<file path="src/design/lr_pkg.sv">
// Shared types and constants for the line rasteriser.
// No dependencies; every other file imports this package.
`default_nettype none

package lr_pkg;

	localparam int VP_BITS    = 13;   // viewport width/height registers
	localparam int ADDR_BITS  = 24;   // frame-buffer word address
	localparam int COLOR_BITS = 32;

	localparam logic [VP_BITS-1:0] VP_WIDTH_RESET  = 13'd640;
	localparam logic [VP_BITS-1:0] VP_HEIGHT_RESET = 13'd480;

	// configuration register indexes
	localparam int CFG_IDX_BITS = 1;
	localparam logic [CFG_IDX_BITS-1:0] REG_VP_WIDTH  = 1'b0;
	localparam logic [CFG_IDX_BITS-1:0] REG_VP_HEIGHT = 1'b1;

	// input item actions
	localparam logic ACT_START = 1'b0;
	localparam logic ACT_STEP  = 1'b1;

	typedef struct packed {
		logic valid_res;   // a pixel was emitted
		logic last;        // pixel is the line endpoint
	} lr_flags_t;

endpackage

`default_nettype wire

</file>
<file path="src/design/lr_step.sv">
// Bresenham state and first pipeline stage: line set-up, one error-term
// update per step item, emitted pixel registered in stage 1. Uses lr_pkg.
`default_nettype none

module lr_step import lr_pkg::*; #(
	parameter int COORD_BITS = 16
) (
	input  wire logic                         clk,
	input  wire logic                         arst_n,
	input  wire logic                         in_valid,
	output logic                              in_ready,
	input  wire logic                         action,
	input  wire logic signed [COORD_BITS-1:0] start_x,
	input  wire logic signed [COORD_BITS-1:0] start_y,
	input  wire logic signed [COORD_BITS-1:0] end_x,
	input  wire logic signed [COORD_BITS-1:0] end_y,
	input  wire logic [COLOR_BITS-1:0]        line_color,
	output logic                              out_valid,
	input  wire logic                         out_ready,
	output lr_flags_t                         flags_s1,
	output logic signed [COORD_BITS-1:0]      pixel_x_s1,
	output logic signed [COORD_BITS-1:0]      pixel_y_s1,
	output logic [COLOR_BITS-1:0]             color_s1
);

	localparam int DW = COORD_BITS + 1;   // |delta|
	localparam int EW = COORD_BITS + 3;   // error term
	localparam int E2W = EW + 1;          // doubled error term

	logic signed [COORD_BITS-1:0] cur_x_q, cur_y_q, tgt_x_q, tgt_y_q;
	logic [DW-1:0]                abs_dx_q, abs_dy_q;
	logic                         x_neg_q, y_neg_q;
	logic signed [EW-1:0]         err_q;
	logic [COLOR_BITS-1:0]        color_q;
	logic                         active_q;
	logic                         valid_s1;

	logic                         take, is_start, emit;
	logic signed [DW-1:0]         dx_raw, dy_raw;
	logic [DW-1:0]                dx_abs, dy_abs;
	logic                         x_neg, y_neg;
	logic signed [EW-1:0]         err_start, err_step, dx_w, dy_w;
	logic signed [E2W-1:0]        e2, dx_e, dy_e;
	logic                         go_x, go_y;
	logic signed [COORD_BITS-1:0] x_step, y_step, px, py, tx, ty;
	logic                         at_end;

	assign in_ready  = !valid_s1 || out_ready;
	assign out_valid = valid_s1;
	assign take      = in_valid && in_ready;
	assign is_start  = (action == ACT_START);
	assign emit      = is_start || active_q;

	// line set-up
	always_comb begin
		dx_raw    = DW'(end_x) - DW'(start_x);
		dy_raw    = DW'(end_y) - DW'(start_y);
		dx_abs    = dx_raw[DW-1] ? DW'(-dx_raw) : DW'(dx_raw);
		dy_abs    = dy_raw[DW-1] ? DW'(-dy_raw) : DW'(dy_raw);
		x_neg     = dx_raw[DW-1] || (dx_raw == '0);
		y_neg     = dy_raw[DW-1] || (dy_raw == '0);
		err_start = $signed(EW'(dx_abs)) - $signed(EW'(dy_abs));
	end

	// one Bresenham step from the held state
	always_comb begin
		e2       = {err_q, 1'b0};
		dx_e     = $signed(E2W'(abs_dx_q));
		dy_e     = $signed(E2W'(abs_dy_q));
		dx_w     = $signed(EW'(abs_dx_q));
		dy_w     = $signed(EW'(abs_dy_q));
		go_x     = e2 > -dy_e;
		go_y     = e2 < dx_e;
		err_step = err_q - (go_x ? dy_w : EW'(0)) + (go_y ? dx_w : EW'(0));
		x_step   = go_x ? (x_neg_q ? cur_x_q - 1'b1 : cur_x_q + 1'b1) : cur_x_q;
		y_step   = go_y ? (y_neg_q ? cur_y_q - 1'b1 : cur_y_q + 1'b1) : cur_y_q;
	end

	always_comb begin
		px     = is_start ? start_x : x_step;
		py     = is_start ? start_y : y_step;
		tx     = is_start ? end_x : tgt_x_q;
		ty     = is_start ? end_y : tgt_y_q;
		at_end = (px == tx) && (py == ty);
	end

	always_ff @(posedge clk or negedge arst_n) begin
		if (!arst_n) begin
			cur_x_q  <= '0;
			cur_y_q  <= '0;
			tgt_x_q  <= '0;
			tgt_y_q  <= '0;
			abs_dx_q <= '0;
			abs_dy_q <= '0;
			x_neg_q  <= 1'b0;
			y_neg_q  <= 1'b0;
			err_q    <= '0;
			color_q  <= '0;
			active_q <= 1'b0;
		end else if (take) begin
			if (is_start) begin
				cur_x_q  <= start_x;
				cur_y_q  <= start_y;
				tgt_x_q  <= end_x;
				tgt_y_q  <= end_y;
				abs_dx_q <= dx_abs;
				abs_dy_q <= dy_abs;
				x_neg_q  <= x_neg;
				y_neg_q  <= y_neg;
				err_q    <= err_start;
				color_q  <= line_color;
				active_q <= !at_end;
			end else if (active_q) begin
				cur_x_q  <= x_step;
				cur_y_q  <= y_step;
				err_q    <= err_step;
				active_q <= !at_end;
			end
		end
	end

	always_ff @(posedge clk or negedge arst_n) begin
		if (!arst_n) begin
			valid_s1 <= 1'b0;
		end else if (take) begin
			valid_s1 <= 1'b1;
		end else if (out_ready) begin
			valid_s1 <= 1'b0;
		end
	end

	// step while idle gives an all-zero item
	always_ff @(posedge clk) begin
		if (take) begin
			flags_s1.valid_res <= emit;
			flags_s1.last      <= emit && at_end;
			pixel_x_s1         <= emit ? px : '0;
			pixel_y_s1         <= emit ? py : '0;
			color_s1           <= is_start ? line_color : (active_q ? color_q : '0);
		end
	end

endmodule

`default_nettype wire

</file>
<file path="src/design/lr_pixel.sv">
// Second pipeline stage: viewport test and frame-buffer address
// (x + y*width), registered into the output item. Uses lr_pkg.
`default_nettype none

module lr_pixel import lr_pkg::*; #(
	parameter int COORD_BITS = 16
) (
	input  wire logic                         clk,
	input  wire logic                         arst_n,
	input  wire logic                         in_valid,
	output logic                              in_ready,
	input  wire lr_flags_t                    flags_s1,
	input  wire logic signed [COORD_BITS-1:0] pixel_x_s1,
	input  wire logic signed [COORD_BITS-1:0] pixel_y_s1,
	input  wire logic [COLOR_BITS-1:0]        color_s1,
	input  wire logic [VP_BITS-1:0]           vp_width,
	input  wire logic [VP_BITS-1:0]           vp_height,
	output logic                              out_valid,
	input  wire logic                         out_ready,
	output lr_flags_t                         flags_s2,
	output logic                              inside_s2,
	output logic signed [COORD_BITS-1:0]      pixel_x_s2,
	output logic signed [COORD_BITS-1:0]      pixel_y_s2,
	output logic [ADDR_BITS-1:0]              address_s2,
	output logic [COLOR_BITS-1:0]             color_s2
);

	localparam int CW = (COORD_BITS > VP_BITS) ? COORD_BITS : VP_BITS;
	localparam int PW = 2 * VP_BITS;

	logic              valid_s2, take;
	logic [CW-1:0]     x_u, y_u;
	logic [VP_BITS-1:0] x_a, y_a;
	logic [PW-1:0]     prod;
	logic              in_view;
	logic [ADDR_BITS-1:0] addr;

	assign in_ready  = !valid_s2 || out_ready;
	assign out_valid = valid_s2;
	assign take      = in_valid && in_ready;

	always_comb begin
		x_u     = CW'($unsigned(pixel_x_s1));
		y_u     = CW'($unsigned(pixel_y_s1));
		in_view = flags_s1.valid_res
		          && !pixel_x_s1[COORD_BITS-1] && !pixel_y_s1[COORD_BITS-1]
		          && (x_u < CW'(vp_width)) && (y_u < CW'(vp_height));
		// inside implies both coordinates fit the viewport register width
		x_a     = VP_BITS'(x_u);
		y_a     = VP_BITS'(y_u);
		prod    = PW'(y_a) * PW'(vp_width);
		addr    = ADDR_BITS'(prod + PW'(x_a));
	end

	always_ff @(posedge clk or negedge arst_n) begin
		if (!arst_n) begin
			valid_s2 <= 1'b0;
		end else if (take) begin
			valid_s2 <= 1'b1;
		end else if (out_ready) begin
			valid_s2 <= 1'b0;
		end
	end

	always_ff @(posedge clk) begin
		if (take) begin
			flags_s2   <= flags_s1;
			inside_s2  <= in_view;
			pixel_x_s2 <= pixel_x_s1;
			pixel_y_s2 <= pixel_y_s1;
			address_s2 <= in_view ? addr : '0;
			color_s2   <= color_s1;
		end
	end

endmodule

`default_nettype wire

</file>
<file path="src/design/line_rasterizer.sv">
// Top level of the Bresenham line rasteriser: stream ports, viewport
// registers, lr_step and lr_pixel stages. Uses lr_pkg.
//
//  channel | dir | handshake          | payload
//  s_*     | in  | s_tvalid/s_tready  | action on tuser, endpoints and colour on tdata
//  m_*     | out | m_tvalid/m_tready  | pixel on tdata, flags on tuser, endpoint on tlast
//  cfg_*   | in  | cfg_wen            | viewport width (0) / height (1)
//
// One item per clock while m_tready is high; every input item gives exactly one result item.
// The Bresenham update is registered into stage 1, the address multiply into stage 2.
// The error-term add/compare loop in lr_step sets the cycle time.
// Reset empties both stages, idles the engine and sets the viewport to 640x480.
// A stall on m_tready backs up through the two stages to s_tready.
`default_nettype none

module line_rasterizer import lr_pkg::*; #(
	parameter int COORD_BITS = 16
) (
	input  wire logic                      clk,
	input  wire logic                      arst_n,
	input  wire logic                      s_tvalid,
	output logic                           s_tready,
	// start_x, start_y, end_x, end_y, line_color, zero pad
	input  wire logic [((4*COORD_BITS+COLOR_BITS+7)/8)*8-1:0] s_tdata,
	// action
	input  wire logic [0:0]                s_tuser,
	output logic                           m_tvalid,
	input  wire logic                      m_tready,
	// pixel_x, pixel_y, pixel_address, pixel_color, zero pad
	output logic [((2*COORD_BITS+ADDR_BITS+COLOR_BITS+7)/8)*8-1:0] m_tdata,
	// valid_res, inside_res
	output logic [1:0]                     m_tuser,
	output logic                           m_tlast,
	input  wire logic                      cfg_wen,
	input  wire logic [CFG_IDX_BITS-1:0]   cfg_addr,
	input  wire logic [VP_BITS-1:0]        cfg_wdata
);

	localparam int OUT_W = ((2*COORD_BITS+ADDR_BITS+COLOR_BITS+7)/8)*8;
	localparam int C = COORD_BITS;

	logic [VP_BITS-1:0] vp_width_q, vp_height_q;

	logic                 v1, r1;
	lr_flags_t            flags_s1, flags_s2;
	logic signed [C-1:0]  x_s1, y_s1, x_s2, y_s2;
	logic [COLOR_BITS-1:0] color_s1, color_s2;
	logic                 inside_s2;
	logic [ADDR_BITS-1:0] address_s2;

	always_ff @(posedge clk or negedge arst_n) begin
		if (!arst_n) begin
			vp_width_q  <= VP_WIDTH_RESET;
			vp_height_q <= VP_HEIGHT_RESET;
		end else if (cfg_wen) begin
			unique case (cfg_addr)
				REG_VP_WIDTH:  vp_width_q  <= cfg_wdata;
				REG_VP_HEIGHT: vp_height_q <= cfg_wdata;
				default: ;
			endcase
		end
	end

	lr_step #(.COORD_BITS(C)) u_step (
		.clk        (clk),
		.arst_n     (arst_n),
		.in_valid   (s_tvalid),
		.in_ready   (s_tready),
		.action     (s_tuser[0]),
		.start_x    (s_tdata[0*C +: C]),
		.start_y    (s_tdata[1*C +: C]),
		.end_x      (s_tdata[2*C +: C]),
		.end_y      (s_tdata[3*C +: C]),
		.line_color (s_tdata[4*C +: COLOR_BITS]),
		.out_valid  (v1),
		.out_ready  (r1),
		.flags_s1   (flags_s1),
		.pixel_x_s1 (x_s1),
		.pixel_y_s1 (y_s1),
		.color_s1   (color_s1)
	);

	lr_pixel #(.COORD_BITS(C)) u_pixel (
		.clk        (clk),
		.arst_n     (arst_n),
		.in_valid   (v1),
		.in_ready   (r1),
		.flags_s1   (flags_s1),
		.pixel_x_s1 (x_s1),
		.pixel_y_s1 (y_s1),
		.color_s1   (color_s1),
		.vp_width   (vp_width_q),
		.vp_height  (vp_height_q),
		.out_valid  (m_tvalid),
		.out_ready  (m_tready),
		.flags_s2   (flags_s2),
		.inside_s2  (inside_s2),
		.pixel_x_s2 (x_s2),
		.pixel_y_s2 (y_s2),
		.address_s2 (address_s2),
		.color_s2   (color_s2)
	);

	assign m_tdata = OUT_W'({color_s2, address_s2, y_s2, x_s2});
	assign m_tuser = {inside_s2, flags_s2.valid_res};
	assign m_tlast = flags_s2.last;

endmodule

`default_nettype wire

</file>
<file path="config.mk">
export PLATFORM = sky130hd
export DESIGN_NAME = line_rasterizer
export DESIGN_NICKNAME = d
export VERILOG_FILES = /design/src/design/lr_pkg.sv /design/src/design/lr_step.sv /design/src/design/lr_pixel.sv /design/src/design/line_rasterizer.sv
export SDC_FILE = /design/constraint.sdc
export NUM_CORES = 1
export LEC_CHECK = 0
export BUFFER_PORTS_ARGS = -buffer_cell sky130_fd_sc_hd__buf_2
export CORE_ASPECT_RATIO = 0.5
export CORE_MARGIN = 2
export CORE_UTILIZATION = 37
export DETAILED_ROUTE_END_ITERATION = 7
export HOLD_SLACK_MARGIN = 0.12
export MAX_ROUTING_LAYER = met4
export SLEW_MARGIN = 30
export SYNTH_ARGS = -nofsm -noshare
export SYNTH_HDL_FRONTEND = slang
export SYNTH_HIERARCHICAL = 1
export SYNTH_SLANG_ARGS = --single-unit
</file>
<file path="constraint.sdc">
create_clock -name clk -period 9.4 [get_ports clk]
set_input_delay 1.88 -clock clk [delete_from_list [all_inputs] [get_ports clk]]
set_output_delay 1.88 -clock clk [all_outputs]
set_load 0.01 [all_outputs]
</file>
## Word level (Yosys, flattened, before mapping)

Cells that the tools add are included.

- $add $sub $neg: 13
- Multiply operators: 1
- Order comparisons: 4
- Equal/unequal tests: 3
- Mux-type cells: 26
- Bitwise operators: 2
- Reductions and logical operators: 26

Operators by type and width:

| cell | count |
|---|---|
| 16-bit 2-to-1 mux | 12 |
| 17-bit 2-to-1 mux | 4 |
| 32-bit 2-to-1 mux | 2 |
| 19-bit 2-to-1 mux | 2 |
| 17-bit logical NOT | 2 |
| 17-bit negator | 2 |
| 16-bit by 16-bit subtractor with 17-bit output | 2 |
| 16-bit by 1-bit adder with 16-bit output (second input constant) | 2 |
| 16-bit equality test | 2 |
| 16-bit by 13-bit < comparator with 1-bit output | 2 |
| 16-bit by 1-bit subtractor with 16-bit output (second input constant) | 2 |
| 24-bit by 13-bit adder with 24-bit output | 1 |
| 13-bit by 13-bit multiplier with 24-bit output | 1 |
| 20-bit greater-than comparator | 1 |
| 20-bit by 18-bit < comparator with 1-bit output | 1 |
| 17-bit negator with 20-bit output | 1 |
| 19-bit adder | 1 |
| 19-bit subtractor | 1 |
| 17-bit by 17-bit subtractor with 18-bit output | 1 |
| 1-bit logical AND | 8 |
| 2-bit AND reduction | 4 |
| 1-bit 2-to-1 mux | 6 |
| 1-bit logical NOT | 5 |
| 1-bit logical OR | 5 |
| other kinds (3) | 5 |

- Flip-flop bits (word level): 337
- Output and inout port bits: 93
- Logic and storage cells: 102

## Depth between registers and ports, before layout

- Depth after elaboration: 9
- Mapped depth: 31
- Depth with buffers taken out: 29

## Cells and area by module

The synthesis kept the hierarchy.

By module, submodules not included:

| module | times used | cells each | area each (um^2) |
|---|---|---|---|
| lr_step | 1 | 1988 | 17010.1 |
| lr_pixel | 1 | 904 | 9492.9 |
| line_rasterizer | 1 | 57 | 1038.5 |

## Least setup slack after synthesis

OpenSTA, ideal clock, no wires.

- Path kind: input to register
- Start point: input s_tdata[48]
- End point: register u_step.err_q[16]
- Arrival time: 7.059 ns
- Path slack: 2.258 ns
- Stages on the path: 29
- Path through: inv_1 ha_1 inv_1 fa_1 a21o_1 a21oi_1 o21bai_1 a21o_1 a21oi_1 nor3_1 o31a_1 o21ai_0 a31oi_1 clkbuf_1 nor2_1 xor2_1 ha_1 nor2b_1 o21ai_0 a21boi_0 o21ai_0 a21boi_0 o21ai_0 a21oi_1 o41ai_1 o21ai_0 a21oi_1 mux2_2 o21ai_0

- Cells in the longest elaborated chain, start to end: 5

Ends and longest elaborated chain:

| element | RTL line | RTL |
|---|---|---|
| start: declaration | line_rasterizer.sv:24 | `input wire logic [((4*COORD_BITS+COLOR_BITS+7)/8)*8-1:0] s_tdata,` |
| 16-bit by 16-bit subtractor with 17-bit output * | lr_step.sv:57 | `dy_raw = DW'(end_y) - DW'(start_y);` |
| 17-bit negator | lr_step.sv:59 | `dy_abs = dy_raw[DW-1] ? DW'(-dy_raw) : DW'(dy_raw);` |
| 17-bit 2-to-1 mux * | lr_step.sv:59 |  |
| 17-bit by 17-bit subtractor with 18-bit output * | lr_step.sv:62 | `err_start = $signed(EW'(dx_abs)) - $signed(EW'(dy_abs));` |
| 19-bit 2-to-1 mux * | lr_step.sv:101 | `if (is_start) begin` |
| end signal: assignment | lr_step.sv:110 | `err_q <= err_start;` |
| end signal: assignment | lr_step.sv:116 | `err_q <= err_step;` |
| end: declaration | lr_step.sv:33 | `logic signed [EW-1:0] err_q;` |

Every way passes the cells marked *; elsewhere a longest branch is shown, timed or not.
A chain may end at the register's enable or synchronous reset.

## Final worst setup path

- Start point: input s_tdata[32]
- End point: register u_step.err_q[16]

- Cells in the longest elaborated chain, start to end: 5

Ends and longest elaborated chain:

| element | RTL line | RTL |
|---|---|---|
| 16-bit by 16-bit subtractor with 17-bit output * | lr_step.sv:56 | `dx_raw = DW'(end_x) - DW'(start_x);` |
| 17-bit negator | lr_step.sv:58 | `dx_abs = dx_raw[DW-1] ? DW'(-dx_raw) : DW'(dx_raw);` |
| 17-bit 2-to-1 mux * | lr_step.sv:58 |  |
| net u_step.dx_abs[2] | lr_step.sv:40 | `logic [DW-1:0] dx_abs, dy_abs;` |
| 17-bit by 17-bit subtractor with 18-bit output * | lr_step.sv:62 |  |
| 19-bit 2-to-1 mux * | lr_step.sv:101 |  |

Mark *: on every way through the listed nets, which the timed path passes. The rest lies on a longest branch.

==> results.yml <==
drt:
  drcViolationCount: 0
  drt_iter0_drc: 1603
  routed_wirelength_um: 78400
  via_per_inst: 5.21
  wl_per_cell_um: 19.0
  first_pass_iters: 5
  vias: 21461
  ant_nets: 0
synthesis:
  synth_compound_gate_area_share_pct: 13.8
  synth_common_cells: "nand2_1, inv_1, ha_1"
  synthesis.area_um2: 27500
  synth_mux_area_share_pct: 2.95
  synth_top_family_by_area: "adder cells"
  avgSynthCellArea_um2: 9.34
  async_flop_share_pct: 53.4
  synth-simple-area-share_pct: 16.0
  yosys.cell_count.top_type: "nand2_1"
  yosysWarnings: 6
  synth_top_area_share_pct: 17.1
  ys_seq_area_share_pct: 33.5
  synth_top_cell_by_area: "edfxtp_1"
  synthFlopType: "dfrtp_1"
  synth_area_leaders: "edfxtp_1, dfrtp_1, fa_1, ha_1, nand2_1"
  syn-num-nets: 3453
  synth_fa_ha_area_share_pct: 21.7
  synth_cell_types: 101
  postSynthCellCount: 2949
  synth_xor_area_share_pct: 5.69
  ys_ff_latch: 337
  synth_edf_count: 157
outcome:
  outcome: "completed"
cells_and_area:
  syn_to_final_growth_pct: 12.3
  fin_nets: 3613
  post-route-cell-area_um2: 30900
  fillCellCount: 7185
  drive_gt1_share_pct: 12.7
worst_setup_path:
  cp_max_fo: 7
  crit_arrival_ns: 8.08
  start_kind: "primary input"
  critPathMostFrequentCell: "o21ai_0"
  slowest_stage: "o41ai_1"
  worstPathRequired_ns: 9.89
  slowest_delay_ns: 0.49
  critPathKind: "primary input to flip-flop"
  critPathCaptureType: "flip-flop"
die:
  initial_utilization_pct: 37.5
  io_pins: 209
  rows: 70
  die-area_um2: 76800
  die_h_um: 197
  core_area_um2: 73400
  fp.dieW_um: 390
clock_tree:
  holdBufCountCts: 0
  cts.path.max_buffers: 3
  cts.repair.resized: 0
  clkTransAtPathRegs_ns: 0.06
  post_cts_buffers: 0
  cts-root-buf: "clkbuf_16"
  cts_tree: "built"
  worstSkewPairLatency_ns: 0.58
  cts_buffers: 37
  htreeDepth: 2
  clkSinkCount: 337
placement:
  gp_congestion: 0.948
  portBuffers: 208
  place_hpwl_um: 59700
  placed_area_um2: 29500
timing:
  fin_crit_sh_pct: 80.8
  skew_ns: 0.0358
  tns_ns: 0
  fmax_ghz: 0.132
  final-max-slew-violation-count: 0
  tightest_slew_ns: 0.979
  rsz0062_at_grt: "no"
  setup_violations: 0
  fin_crit_ns: 7.59
  finalHoldViolations: 0
  slew_headroom_pct: 34.6
global_route:
  grt_pass1_vias: 21116
  grt_overflow: 0
  antenna_found_initial: 10
  grt_max_degree: 87
  grt_pass1_wl_um: 123000
  grt_usage_pct: 21.0
run:
  cap_violations: 0
worst_hold_path:
  hold_path_class: "flip-flop to flip-flop"
[cell usage in the layout, fill, tap and decap left out, drive strengths merged, types with 28 or more instances in the layout]
master,n
buf,223
inv,357
nand3,31
edfxtp,157
nor2,167
a21oi,125
a21o,30
and2,123
nor3,46
xor2,73
dfrtp,174
mux2i,28
a22o,35
clkbuf,49
mux2,44
fa,151
o21ai,152
ha,237
nand2,445
xnor2,106
[sequential cells by signal (all words and copies together) (netlist names), 2 cells and up]
register / flops
u_pixel/color_s2: 32
u_step/color_q: 32
u_step/color_s1: 32
u_pixel/address_s2: 24
u_step/err_q: 19
u_step/abs_dx_q: 17
u_step/abs_dy_q: 17
u_pixel/pixel_x_s2: 16
u_pixel/pixel_y_s2: 16
u_step/cur_x_q: 16
u_step/cur_y_q: 16
u_step/pixel_x_s1: 16
u_step/pixel_y_s1: 16
u_step/tgt_x_q: 16
u_step/tgt_y_q: 16
vp_height_q: 13
vp_width_q: 13
u_pixel/flags_s2: 2
u_step/flags_s1: 2
[final timing paths]
kind	start	end	slack [ns]	cells past startpoint
min in group asynchronous	arst_n	u_step/err_q[1]	1.30	1
max reg2reg	u_step/abs_dy_q[3]	u_step/err_q[14]	2.02	28
min reg2reg	u_step/color_s1[22]	u_pixel/color_s2[22]	0.42	0
max	s_tdata[32]	u_step/err_q[16]	1.81	29
min	u_step/color_s1[22]	u_pixel/color_s2[22]	0.42	0
max in group asynchronous	arst_n	u_step/color_q[15]	6.90	2
[layout make-up]
cell class	count	area (µm²)	share of cell area, %
Multi-Input combinational cell	2154	16600	53.7
Sequential cell	337	9230	29.8
Inverter	355	1330	4.31
Timing Repair Buffer	224	1230	3.97
Tap cell	972	1220	3.93
Clock buffer	48	1040	3.36
Clock inverter	19	246	0.797
Antenna cell	10	25.0	0.0809
[routing by layer]
metal	share of wire [%]	global-route usage (%)	wire [µm]
met3	4.7	2.52	3700
met1	45	27.7	35500
met5	0	-	0
met2	48	34.1	37400
met4	2.4	6.13	1850
[logic make-up after synthesis]
family                     after synthesis
buffers and inverters                  458
xor gates and xnor gates               179
AOI/OAI and AO/OA                      568
and+or+nand+nor                        947
muxes                                   72
adders and majority gates              388
DFF                                    337
[worst max-delay path: cells and delay by family]
kind	cells	cell delay (ns)
AO/OA/AOI/OAI	17	3.96
adder cells (fa/ha/maj)	3	0.86
AND/OR/NAND/NOR	4	0.64
multiplexers	1	0.34
buffers and inverters	3	0.22
XOR/XNOR	1	0.18
[per-stage QoR]
step / setup slack (ns) / hold slack, ns / std cells / utilization (%)
2_1_floorplan: 2.26 / 0.400 / 2949 / -
3_3_place_gp: 1.43 / 0.400 / 4039 / 40.2
3_5_place_dp: 1.33 / 0.405 / 4039 / 40.2
4_1_cts: 1.91 / 0.415 / 4106 / 42.0
5_1_grt: 1.15 / 0.426 / 4119 / 42.1
6_report: 1.81 / 0.417 / 4119 / 42.1
Power is left out: the tool's default activity adds up to more than one toggle a clock period on the data nets, which glitch-free logic cannot reach.
